**config.mk**
```make
export PLATFORM = sky130hd
export DESIGN_NAME = bad_crc_gap_filler_pacer_unit
export DESIGN_NICKNAME = d
export VERILOG_FILES = /design/src/rtl/bcgfp_pkg.sv /design/src/rtl/bcgfp_regs.sv /design/src/rtl/bcgfp_ctrl.sv /design/src/rtl/bcgfp_dp.sv /design/src/rtl/bad_crc_gap_filler_pacer_unit.sv
export SDC_FILE = /design/constraint.sdc
export NUM_CORES = 1
export LEC_CHECK = 0
export BUFFER_PORTS_ARGS = -buffer_cell sky130_fd_sc_hd__clkbuf_2
export CAP_MARGIN = 20
export CORE_MARGIN = 5
export CORE_UTILIZATION = 52
export CTS_CLUSTER_SIZE = 25
export DETAILED_ROUTE_END_ITERATION = 12
export PLACE_DENSITY = 0.85
export SLEW_MARGIN = 10
export SYNTH_ARGS = -nofsm -noshare
export SYNTH_HDL_FRONTEND = slang
export SYNTH_SLANG_ARGS = --single-unit
```
**constraint.sdc**
```tcl
create_clock -name clk -period 5.3 [get_ports clk]
set_input_delay 1.59 -clock clk [delete_from_list [all_inputs] [get_ports clk]]
set_output_delay 1.59 -clock clk [all_outputs]
set_load 0.005 [all_outputs]
```
**src/rtl/bcgfp_pkg.sv**
```systemverilog
// ----------------------------------------------------------------------------
// bcgfp_pkg
// Shared types, constants and helpers of the bad-CRC gap filler pacer.
// ----------------------------------------------------------------------------
`default_nettype none

package bcgfp_pkg;

    localparam int TAG_W     = 16;
    localparam int GAP_W     = 16;
    localparam int LEN_W     = 11;
    localparam int ACC_W     = 32;
    localparam int TOT_W     = 64;
    localparam int CNT_W     = 6;
    localparam int CFG_ADDR_W = 3;
    localparam int CFG_DATA_W = 32;

    localparam logic [LEN_W-1:0] CHUNK_MAX     = 11'd1538;
    localparam logic [GAP_W-1:0] HALVE_LIMIT   = 16'd2000;
    localparam logic [LEN_W-1:0] WIRE_OVERHEAD = 11'd20;
    localparam logic [LEN_W-1:0] MIN_LOW       = 11'd21;
    localparam logic [LEN_W-1:0] MIN_HIGH      = 11'd1537;
    localparam logic [LEN_W-1:0] MIN_RESET     = 11'd84;
    localparam logic [CNT_W-1:0] MAX_FILLERS   = 6'd43;

    localparam logic REG_MIN_FILLER = 1'b0;

    typedef enum logic [1:0] {
        ST_IDLE,
        ST_ADD,
        ST_CHK,
        ST_PKT
    } state_t;

    typedef struct packed {
        logic load_item;
        logic step_add;
        logic commit_fill;
        logic drop_gap;
        logic load_pkt;
    } cmd_t;

    typedef struct packed {
        logic rem_zero;
        logic cap_hit;
        logic below_spent;
        logic slot_free;
    } status_t;

    function automatic logic [LEN_W-1:0] clamp_min(input logic [LEN_W-1:0] value);
        logic [LEN_W-1:0] result;
        result = value;
        if (value < MIN_LOW)
        begin
            result = MIN_LOW;
        end
        else if (value > MIN_HIGH)
        begin
            result = MIN_HIGH;
        end
        return result;
    endfunction

endpackage

`default_nettype wire

```
**src/rtl/bcgfp_regs.sv**
```systemverilog
// ----------------------------------------------------------------------------
// bcgfp_regs
// Configuration register file: holds the minimum filler chunk size.
// ----------------------------------------------------------------------------
`default_nettype none

module bcgfp_regs
    import bcgfp_pkg::*;
(
    input  logic                  clk,
    input  logic                  rst_n,
    input  logic                  psel,
    input  logic                  penable,
    input  logic                  pwrite,
    input  logic [CFG_ADDR_W-1:0] paddr,
    input  logic [CFG_DATA_W-1:0] pwdata,
    output logic [CFG_DATA_W-1:0] prdata,
    output logic [LEN_W-1:0]      min_filler_bytes
);

    logic [LEN_W-1:0] min_reg;
    logic [LEN_W-1:0] min_next;
    logic             sel_min;

    assign sel_min = (paddr[CFG_ADDR_W-1:2] == REG_MIN_FILLER);

    always_comb
    begin
        min_next = min_reg;
        if (psel && penable && pwrite && sel_min)
        begin
            min_next = pwdata[LEN_W-1:0];
        end
    end

    always_ff @(posedge clk or negedge rst_n)
    begin
        if (!rst_n)
        begin
            min_reg <= MIN_RESET;
        end
        else
        begin
            min_reg <= min_next;
        end
    end

    assign prdata           = sel_min ? {{(CFG_DATA_W-LEN_W){1'b0}}, min_reg} : '0;
    assign min_filler_bytes = min_reg;

endmodule

`default_nettype wire

```
**src/rtl/bcgfp_ctrl.sv**
```systemverilog
// ----------------------------------------------------------------------------
// bcgfp_ctrl
// Sequencer: walks the gap of one word step by step, then releases the packet.
// ----------------------------------------------------------------------------
`default_nettype none

module bcgfp_ctrl
    import bcgfp_pkg::*;
(
    input  logic    clk,
    input  logic    rst_n,
    input  logic    in_valid,
    output logic    in_ready,
    input  status_t status,
    output cmd_t    cmd
);

    state_t state_reg;
    state_t state_next;

    always_comb
    begin
        state_next = state_reg;
        case (state_reg)
            ST_IDLE:
            begin
                if (in_valid)
                begin
                    state_next = ST_ADD;
                end
            end
            ST_ADD:
            begin
                if (status.rem_zero || status.cap_hit)
                begin
                    state_next = ST_PKT;
                end
                else
                begin
                    state_next = ST_CHK;
                end
            end
            ST_CHK:
            begin
                if (status.below_spent)
                begin
                    state_next = ST_PKT;
                end
                else if (status.slot_free)
                begin
                    state_next = ST_ADD;
                end
            end
            ST_PKT:
            begin
                if (status.slot_free)
                begin
                    state_next = ST_IDLE;
                end
            end
            default:
            begin
                state_next = ST_IDLE;
            end
        endcase
    end

    always_comb
    begin
        cmd      = '0;
        in_ready = 1'b0;
        case (state_reg)
            ST_IDLE:
            begin
                in_ready      = 1'b1;
                cmd.load_item = in_valid;
            end
            ST_ADD:
            begin
                cmd.step_add = !(status.rem_zero || status.cap_hit);
            end
            ST_CHK:
            begin
                cmd.drop_gap    = status.below_spent;
                cmd.commit_fill = !status.below_spent && status.slot_free;
            end
            ST_PKT:
            begin
                cmd.load_pkt = status.slot_free;
            end
            default:
            begin
                cmd = '0;
            end
        endcase
    end

    always_ff @(posedge clk or negedge rst_n)
    begin
        if (!rst_n)
        begin
            state_reg <= ST_IDLE;
        end
        else
        begin
            state_reg <= state_next;
        end
    end

endmodule

`default_nettype wire

```
**src/rtl/bcgfp_dp.sv**
```systemverilog
// ----------------------------------------------------------------------------
// bcgfp_dp
// Datapath: byte target and spent accounting, chunk sizing, running totals
// and the output word register.
// ----------------------------------------------------------------------------
`default_nettype none

module bcgfp_dp
    import bcgfp_pkg::*;
(
    input  logic              clk,
    input  logic              rst_n,
    input  cmd_t              cmd,
    output status_t           status,
    input  logic [LEN_W-1:0]  min_filler_bytes,
    input  logic [TAG_W-1:0]  packet_tag,
    input  logic [GAP_W-1:0]  gap_bytes,
    output logic              out_valid,
    input  logic              out_ready,
    output logic              is_filler,
    output logic [LEN_W-1:0]  frame_length,
    output logic [TAG_W-1:0]  packet_tag_out,
    output logic              last,
    output logic [TOT_W-1:0]  filler_packets_total,
    output logic [TOT_W-1:0]  filler_bytes_total
);

    logic [TAG_W-1:0] tag_reg;
    logic [GAP_W-1:0] rem_reg;
    logic [GAP_W-1:0] rem_next;
    logic [LEN_W-1:0] minb_reg;
    logic [CNT_W-1:0] n_reg;
    logic [CNT_W-1:0] n_next;
    logic [ACC_W-1:0] sum_reg;
    logic [ACC_W-1:0] target_reg;
    logic [ACC_W-1:0] target_next;
    logic [ACC_W-1:0] spent_reg;
    logic [ACC_W-1:0] spent_next;
    logic [TOT_W-1:0] count_reg;
    logic [TOT_W-1:0] count_next;
    logic [TOT_W-1:0] bytes_reg;
    logic [TOT_W-1:0] bytes_next;
    logic             out_valid_reg;
    logic             out_valid_next;
    logic             is_filler_reg;
    logic [LEN_W-1:0] frame_length_reg;
    logic [TAG_W-1:0] tag_out_reg;
    logic             last_reg;

    logic [GAP_W-1:0] rem_eff;
    logic [LEN_W-1:0] chunk;
    logic [LEN_W-1:0] fill_len;
    logic             slot_free;

    assign slot_free = !out_valid_reg || out_ready;

    always_comb
    begin
        rem_eff = (rem_reg < {{(GAP_W-LEN_W){1'b0}}, minb_reg})
                  ? {{(GAP_W-LEN_W){1'b0}}, minb_reg} : rem_reg;
        if (rem_eff < {{(GAP_W-LEN_W){1'b0}}, CHUNK_MAX})
        begin
            chunk = rem_eff[LEN_W-1:0];
        end
        else if (rem_eff > HALVE_LIMIT)
        begin
            chunk = CHUNK_MAX;
        end
        else
        begin
            chunk = rem_eff[LEN_W:1];
        end
        fill_len = chunk - WIRE_OVERHEAD;
    end

    always_comb
    begin
        rem_next       = rem_reg;
        n_next         = n_reg;
        target_next    = target_reg;
        spent_next     = spent_reg;
        count_next     = count_reg;
        bytes_next     = bytes_reg;
        out_valid_next = out_valid_reg && !out_ready;
        if (cmd.load_item)
        begin
            rem_next = gap_bytes;
            n_next   = '0;
        end
        if (cmd.drop_gap)
        begin
            target_next = sum_reg;
            rem_next    = '0;
        end
        if (cmd.commit_fill)
        begin
            target_next    = sum_reg - spent_reg;
            spent_next     = {{(ACC_W-LEN_W){1'b0}}, chunk};
            rem_next       = rem_eff - {{(GAP_W-LEN_W){1'b0}}, chunk};
            n_next         = n_reg + CNT_W'(1);
            count_next     = count_reg + TOT_W'(1);
            bytes_next     = bytes_reg + {{(TOT_W-LEN_W){1'b0}}, fill_len};
            out_valid_next = 1'b1;
        end
        if (cmd.load_pkt)
        begin
            out_valid_next = 1'b1;
        end
    end

    always_ff @(posedge clk or negedge rst_n)
    begin
        if (!rst_n)
        begin
            target_reg    <= '0;
            spent_reg     <= '0;
            count_reg     <= '0;
            bytes_reg     <= '0;
            out_valid_reg <= 1'b0;
            n_reg         <= '0;
            rem_reg       <= '0;
        end
        else
        begin
            target_reg    <= target_next;
            spent_reg     <= spent_next;
            count_reg     <= count_next;
            bytes_reg     <= bytes_next;
            out_valid_reg <= out_valid_next;
            n_reg         <= n_next;
            rem_reg       <= rem_next;
        end
    end

    always_ff @(posedge clk)
    begin
        if (cmd.load_item)
        begin
            tag_reg  <= packet_tag;
            minb_reg <= clamp_min(min_filler_bytes);
        end
        if (cmd.step_add)
        begin
            sum_reg <= target_reg + {{(ACC_W-GAP_W){1'b0}}, rem_reg};
        end
        if (cmd.commit_fill)
        begin
            is_filler_reg    <= 1'b1;
            frame_length_reg <= fill_len;
            tag_out_reg      <= tag_reg;
            last_reg         <= 1'b0;
        end
        else if (cmd.load_pkt)
        begin
            is_filler_reg    <= 1'b0;
            frame_length_reg <= '0;
            tag_out_reg      <= tag_reg;
            last_reg         <= 1'b1;
        end
    end

    assign status.rem_zero    = (rem_reg == '0);
    assign status.cap_hit     = (n_reg == MAX_FILLERS);
    assign status.below_spent = (sum_reg < spent_reg);
    assign status.slot_free   = slot_free;

    assign out_valid            = out_valid_reg;
    assign is_filler            = is_filler_reg;
    assign frame_length         = frame_length_reg;
    assign packet_tag_out       = tag_out_reg;
    assign last                 = last_reg;
    assign filler_packets_total = count_reg;
    assign filler_bytes_total   = bytes_reg;

`ifndef SYNTHESIS
    a_one_load: assert property (@(posedge clk) disable iff (!rst_n)
        !(cmd.commit_fill && cmd.load_pkt))
        else $error("filler and packet loaded in the same cycle");

    a_spent_bound: assert property (@(posedge clk) disable iff (!rst_n)
        spent_reg <= {{(ACC_W-LEN_W){1'b0}}, CHUNK_MAX})
        else $error("spent bytes exceed one chunk");

    a_cap: assert property (@(posedge clk) disable iff (!rst_n)
        n_reg <= MAX_FILLERS)
        else $error("filler count past cap");

    a_filler_len: assert property (@(posedge clk) disable iff (!rst_n)
        out_valid_reg && is_filler_reg |-> frame_length_reg != '0 && !last_reg)
        else $error("bad filler word");

    a_count_step: assert property (@(posedge clk) disable iff (!rst_n)
        cmd.commit_fill |=> count_reg == $past(count_reg) + TOT_W'(1))
        else $error("filler total did not advance");
`endif

endmodule

`default_nettype wire

```
**src/rtl/bad_crc_gap_filler_pacer_unit.sv**
```systemverilog
// ----------------------------------------------------------------------------
// bad_crc_gap_filler_pacer_unit
// Paces real packets by emitting bad-CRC filler frames ahead of each one.
// ----------------------------------------------------------------------------
// Input channel (in_valid/in_ready) takes one word: packet tag and wanted gap.
// Output channel (out_valid/out_ready) gives zero to 43 filler words, then the
// packet word with last set. Every word carries the running filler totals.
// The APB port holds min_filler_bytes at address 0 (reset 84).
// Timing: one word is worked at a time. After acceptance each filler passes
// ST_ADD (target add), then ST_CHK (compare/subtract with chunk sizing); a
// final check in ST_ADD or ST_CHK and the packet word in ST_PKT follow, and
// the block accepts again back in ST_IDLE. A filler word is loaded into the
// output register in ST_CHK. The 32-bit target add and compare are split
// over ST_ADD and ST_CHK.
// A single output register parts the sides; a new word is accepted while
// the previous packet word still waits. A stalled receiver holds the block
// in place with no word lost. Reset clears target, spent and both totals.
// ----------------------------------------------------------------------------
`default_nettype none

module bad_crc_gap_filler_pacer_unit
    import bcgfp_pkg::*;
(
    input  logic                  clk,
    input  logic                  rst_n,
    input  logic                  psel,
    input  logic                  penable,
    input  logic                  pwrite,
    input  logic [CFG_ADDR_W-1:0] paddr,
    input  logic [CFG_DATA_W-1:0] pwdata,
    output logic [CFG_DATA_W-1:0] prdata,
    output logic                  pready,
    input  logic                  in_valid,
    output logic                  in_ready,
    input  logic [TAG_W-1:0]      packet_tag,
    input  logic [GAP_W-1:0]      gap_bytes,
    output logic                  out_valid,
    input  logic                  out_ready,
    output logic                  is_filler,
    output logic [LEN_W-1:0]      frame_length,
    output logic [TAG_W-1:0]      packet_tag_out,
    output logic                  last,
    output logic [TOT_W-1:0]      filler_packets_total,
    output logic [TOT_W-1:0]      filler_bytes_total
);

    logic [LEN_W-1:0] min_filler_bytes;
    cmd_t             cmd;
    status_t          status;

    assign pready = 1'b1;

    bcgfp_regs u_regs (
        .clk              (clk),
        .rst_n            (rst_n),
        .psel             (psel),
        .penable          (penable),
        .pwrite           (pwrite),
        .paddr            (paddr),
        .pwdata           (pwdata),
        .prdata           (prdata),
        .min_filler_bytes (min_filler_bytes)
    );

    bcgfp_ctrl u_ctrl (
        .clk      (clk),
        .rst_n    (rst_n),
        .in_valid (in_valid),
        .in_ready (in_ready),
        .status   (status),
        .cmd      (cmd)
    );

    bcgfp_dp u_dp (
        .clk                  (clk),
        .rst_n                (rst_n),
        .cmd                  (cmd),
        .status               (status),
        .min_filler_bytes     (min_filler_bytes),
        .packet_tag           (packet_tag),
        .gap_bytes            (gap_bytes),
        .out_valid            (out_valid),
        .out_ready            (out_ready),
        .is_filler            (is_filler),
        .frame_length         (frame_length),
        .packet_tag_out       (packet_tag_out),
        .last                 (last),
        .filler_packets_total (filler_packets_total),
        .filler_bytes_total   (filler_bytes_total)
    );

endmodule

`default_nettype wire

```
==> results.sh <==
export IMPL_ir_worst_vdd_mv=0.351
export IMPL_dieArea_um2=34500
export IMPL_vias=14100
export IMPL_slowest_delay_ns=0.58
export IMPL_hold_class="reg -> reg"
export IMPL_num_rows=64
export IMPL_place_detailed_hpwl_um=32300
export IMPL_dr_pass1_iters=5
export IMPL_leakage_nw=9.01
export IMPL_grt_max_degree=111
export IMPL_maxSlewHeadroom_pct=28.8
export IMPL_h_tree_depth=1
export IMPL_swShare_pct=42.0
export IMPL_setup_violations=54
export IMPL_skew_ns=0.0167
export IMPL_layout_drive_gt1_share_pct=29.6
export IMPL_antenna_found_initial=0
export IMPL_critPathTopFamily="simple AND/OR/NAND/NOR gates"
export IMPL_p_comb_share_pct=56.0
export IMPL_regToRegSetupSlack_ns=-0.44
export IMPL_path_cells="or4_4 > or4_4 > o32ai_4 > buf_6 > nor4_2 > or2_4 > or3_4 > a2bb2oi_4 > ha_4 > a2111oi_4 > buf_4 > nor4_4 > mux2_4 > ha_4 > nand2_4 > o41ai_4 > a21oi_2 > buf_4 > buf_6 > nor2_4 > buf_8 > nand3_2 > xnor2_2"
export IMPL_drt_iter0_drc=1310
export IMPL_max_cap_violations=0
export IMPL_core_um2=30600
export IMPL_ys_ff_latch=295
export IMPL_switchingPower_mw=5.65
export IMPL_r2r_start="u_dp.rem_reg[13]$_DFFE_PN0P_"
export IMPL_worstSetupStartpointType="register"
export IMPL_slew_viol_final=0
export IMPL_synth_ff_type="dfrtp_1"
export IMPL_synth_largest_area_cell="dfrtp_1"
export IMPL_wl_per_cell_um=21.0
export IMPL_arrival_ns=6.22
export IMPL_p_per_area_nw_per_um2=659
export IMPL_fillers=2109
export IMPL_synth_area_um2=16100
export IMPL_pwr_share_seq_pct=27.1
export IMPL_cp_end_kind="register"
export IMPL_placed_cell_area_um2=18500
export IMPL_endpoint="u_dp.filler_bytes_total[24]$_DFFE_PN0P_"
export IMPL_hold_viol_final=0
export IMPL_pwr_share_clk_pct=16.9
export IMPL_rr_worst_depth=23
export IMPL_crit_type="reg -> reg"
export IMPL_totalWireLength_um=48900
export IMPL_final_nets=2048
export IMPL_rsz0062_at_grt="true"
export IMPL_cp_num_cells=23
export IMPL_status="complete, but fails checks"
export IMPL_routabilityCongestion=0.978
export IMPL_slowest_stage="or4_4"
export IMPL_p_int_mw=7.79
export IMPL_synth_common_cells="dfrtp_1 (204), nand2_1 (128), xnor2_1 (128)"
export IMPL_syn_avg_cell_area_um2=10.3
export IMPL_clockBufferDepth=3
export IMPL_r2r_end="u_dp.filler_bytes_total[24]$_DFFE_PN0P_"
export IMPL_max_freq_mhz=174
export IMPL_violations="setup timing"
export IMPL_synth_top_cells_by_area="dfrtp_1 (32%), edfxtp_1 (16%), xnor2_1 (7.0%)"
export IMPL_synthDistinctLibCells=95
export IMPL_period_share_pct=108
export IMPL_yosysTopAreaCellShare_pct=31.8
export IMPL_tightestPinTransition_ns=1.07
export IMPL_crit_start="u_dp.rem_reg[13]$_DFFE_PN0P_"
export IMPL_clock_sinks=295
export IMPL_grt_overflow_total=0
export IMPL_synthCells=1555
export IMPL_insertion_delay_ns=0.58
export IMPL_path_buf_inv=5
export IMPL_yosysSeqAreaShare_pct=48.6
export IMPL_min_period_ns=5.74
export IMPL_cts_tree="built"
export IMPL_clkTransAtPathRegs_ns=0.07
export IMPL_ios=266
export IMPL_io_buffers=220
export IMPL_cts_buffers=31
export IMPL_die_w_um=186
export IMPL_final_area_um2=20400
export IMPL_final_antenna_net_count=0
export IMPL_grt_pass1_wl_um=75300
export IMPL_fp_dieH_um=186
export IMPL_antenna_cells=0
export IMPL_hold_buffers=0
export IMPL_area_growth_pct=26.8
export IMPL_synth_edf_count=86
export IMPL_critical_path_max_fanout=6
export IMPL_setup_tns_ns=-15.24
export IMPL_initial_core_util_pct=52.6
export IMPL_async_flop_share_pct=70.2
export IMPL_via_per_inst=6.05
export IMPL_route_detailed_drc=0
export IMPL_cts_root_buf="clkbuf_16"
export IMPL_fin_ws_ns=-0.443
export IMPL_grt_pass1_vias=14300
export IMPL_ys_warn_count=0
export IMPL_synth_most_common_cell="dfrtp_1"
export IMPL_grt_usage_pct=26.9
export IMPL_required_ns=5.78
logic make-up (layout without fill, tap and decap cells):
family / Yosys count / count (layout) / share of synthesized area, %
AND/OR/NAND/NOR: 586 / 586 / 19.0
flip-flops: 295 / 295 / 48.6
AO/OA/AOI/OAI: 252 / 252 / 10.6
XOR/XNOR: 184 / 184 / 10.0
buffers and inverters: 133 / 491 / 3.93
adder cells (fa/ha/maj): 66 / 66 / 5.32
multiplexers: 37 / 37 / 2.55
other: 2 / 22 / 0.0467
stage by stage:
step / total power, mW / setup WS [ns] / util (%) / cells / hold slack [ns]
after global routing: 14.2 / -0.579 / 66.7 / 2329 / 0.435
final: 13.4 / -0.443 / 66.7 / 2329 / 0.419
after global placement: 9.82 / -0.310 / 60.5 / 2249 / 0.401
after CTS: 12.9 / -0.244 / 65.6 / 2325 / 0.417
after detailed placement: 10.1 / -0.470 / 60.5 / 2249 / 0.405
after floorplan: 7.66 / -0.0442 / - / 1575 / 0.400
final cells by class:
class / count / area, µm² / share of cell area (%)
clock buffers: 39 / 851 / 4.17
clock inverters: 19 / 211 / 1.04
inverters: 64 / 240 / 1.18
multi-input cells: 1147 / 8410 / 41.3
flip-flops and latches: 295 / 7810 / 38.3
well taps: 396 / 495 / 2.43
repair buffers: 369 / 2370 / 11.6
how the worst min path moves through the flow:
stage	start	to	depth (start not counted)
5_1_grt	u_dp.tag_reg[9]$_DFFE_PP_	u_dp.packet_tag_out[9]$_DFFE_PP_	0
4_1_cts	u_dp.tag_reg[4]$_DFFE_PP_	u_dp.packet_tag_out[4]$_DFFE_PP_	0
2_1_floorplan	u_dp.tag_reg[0]$_DFFE_PP_	u_dp.packet_tag_out[0]$_DFFE_PP_	0
3_5_place_dp	u_dp.tag_reg[5]$_DFFE_PP_	u_dp.packet_tag_out[5]$_DFFE_PP_	0
6_report	u_dp.tag_reg[11]$_DFFE_PP_	u_dp.packet_tag_out[11]$_DFFE_PP_	0
3_3_place_gp	u_dp.tag_reg[3]$_DFFE_PP_	u_dp.packet_tag_out[3]$_DFFE_PP_	0
metal layers:
metal	vias to the layer above	GRT usage, %	routed length, µm
li1	6254	-	-
met1	6876	33.7	18000
met2	785	44.8	24000
met3	173	7.70	4980
met4	0	9.68	1920
met5	-	0	0
cell usage in the layout, fill, tap and decap left out, types with 12 or more instances in the layout:
| cell | n |
|---|---|
| conb_1 | 22 |
| edfxtp_1 | 86 |
| mux2i_1 | 21 |
| o22ai_1 | 12 |
| clkbuf_16 | 32 |
| or3_1 | 12 |
| nor3_1 | 42 |
| nor2b_1 | 18 |
| and4_1 | 14 |
| nand3_1 | 56 |
| a21o_1 | 12 |
| a21oi_1 | 38 |
| xnor2_1 | 117 |
| clkbuf_2 | 219 |
| buf_4 | 129 |
| nor2_1 | 95 |
| nand3_2 | 13 |
| o21ai_0 | 75 |
| dfrtp_1 | 204 |
| nand2_1 | 121 |
| and3_1 | 26 |
| nand4_1 | 50 |
| xor2_1 | 55 |
| and2_1 | 23 |
| nor4_1 | 16 |
| nand2b_1 | 20 |
| mux2_2 | 13 |
| ha_1 | 56 |
| inv_1 | 60 |
power groups by stage:
| stage | combinational [mW] | clock [mW] | sequential [mW] |
|---|---|---|---|
| final | 7.53 | 2.27 | 3.65 |
| after global routing | 8.09 | 2.39 | 3.71 |
| after CTS | 6.97 | 2.28 | 3.62 |
| after detailed placement | 6.50 | 0 | 3.64 |
| after global placement | 6.23 | 0 | 3.59 |
| after floorplan | 4.09 | 0 | 3.57 |
timing repair:
action	CTS	global route
resized for setup	60	71
setup endpoints to repair	58	61
buffers inserted	18	7
pin swaps	45	25
cloned	1	0
endpoints found under the hold margin	0	0
worst register-to-register path, cell delays in order (launching register included):
cell and delay, ns:
dfrtp_1 0.38, or4_4 0.58, or4_4 0.57, o32ai_4 0.25, buf_6 0.14, nor4_2 0.04
or2_4 0.24, or3_4 0.43, a2bb2oi_4 0.19, ha_4 0.23, a2111oi_4 0.22, buf_4 0.19
nor4_4 0.04, mux2_4 0.35, ha_4 0.31, nand2_4 0.05, o41ai_4 0.41, a21oi_2 0.15
buf_4 0.16, buf_6 0.12, nor2_4 0.12, buf_8 0.17, nand3_2 0.11, xnor2_2 0.22
(Power assumes the default switching activity.)
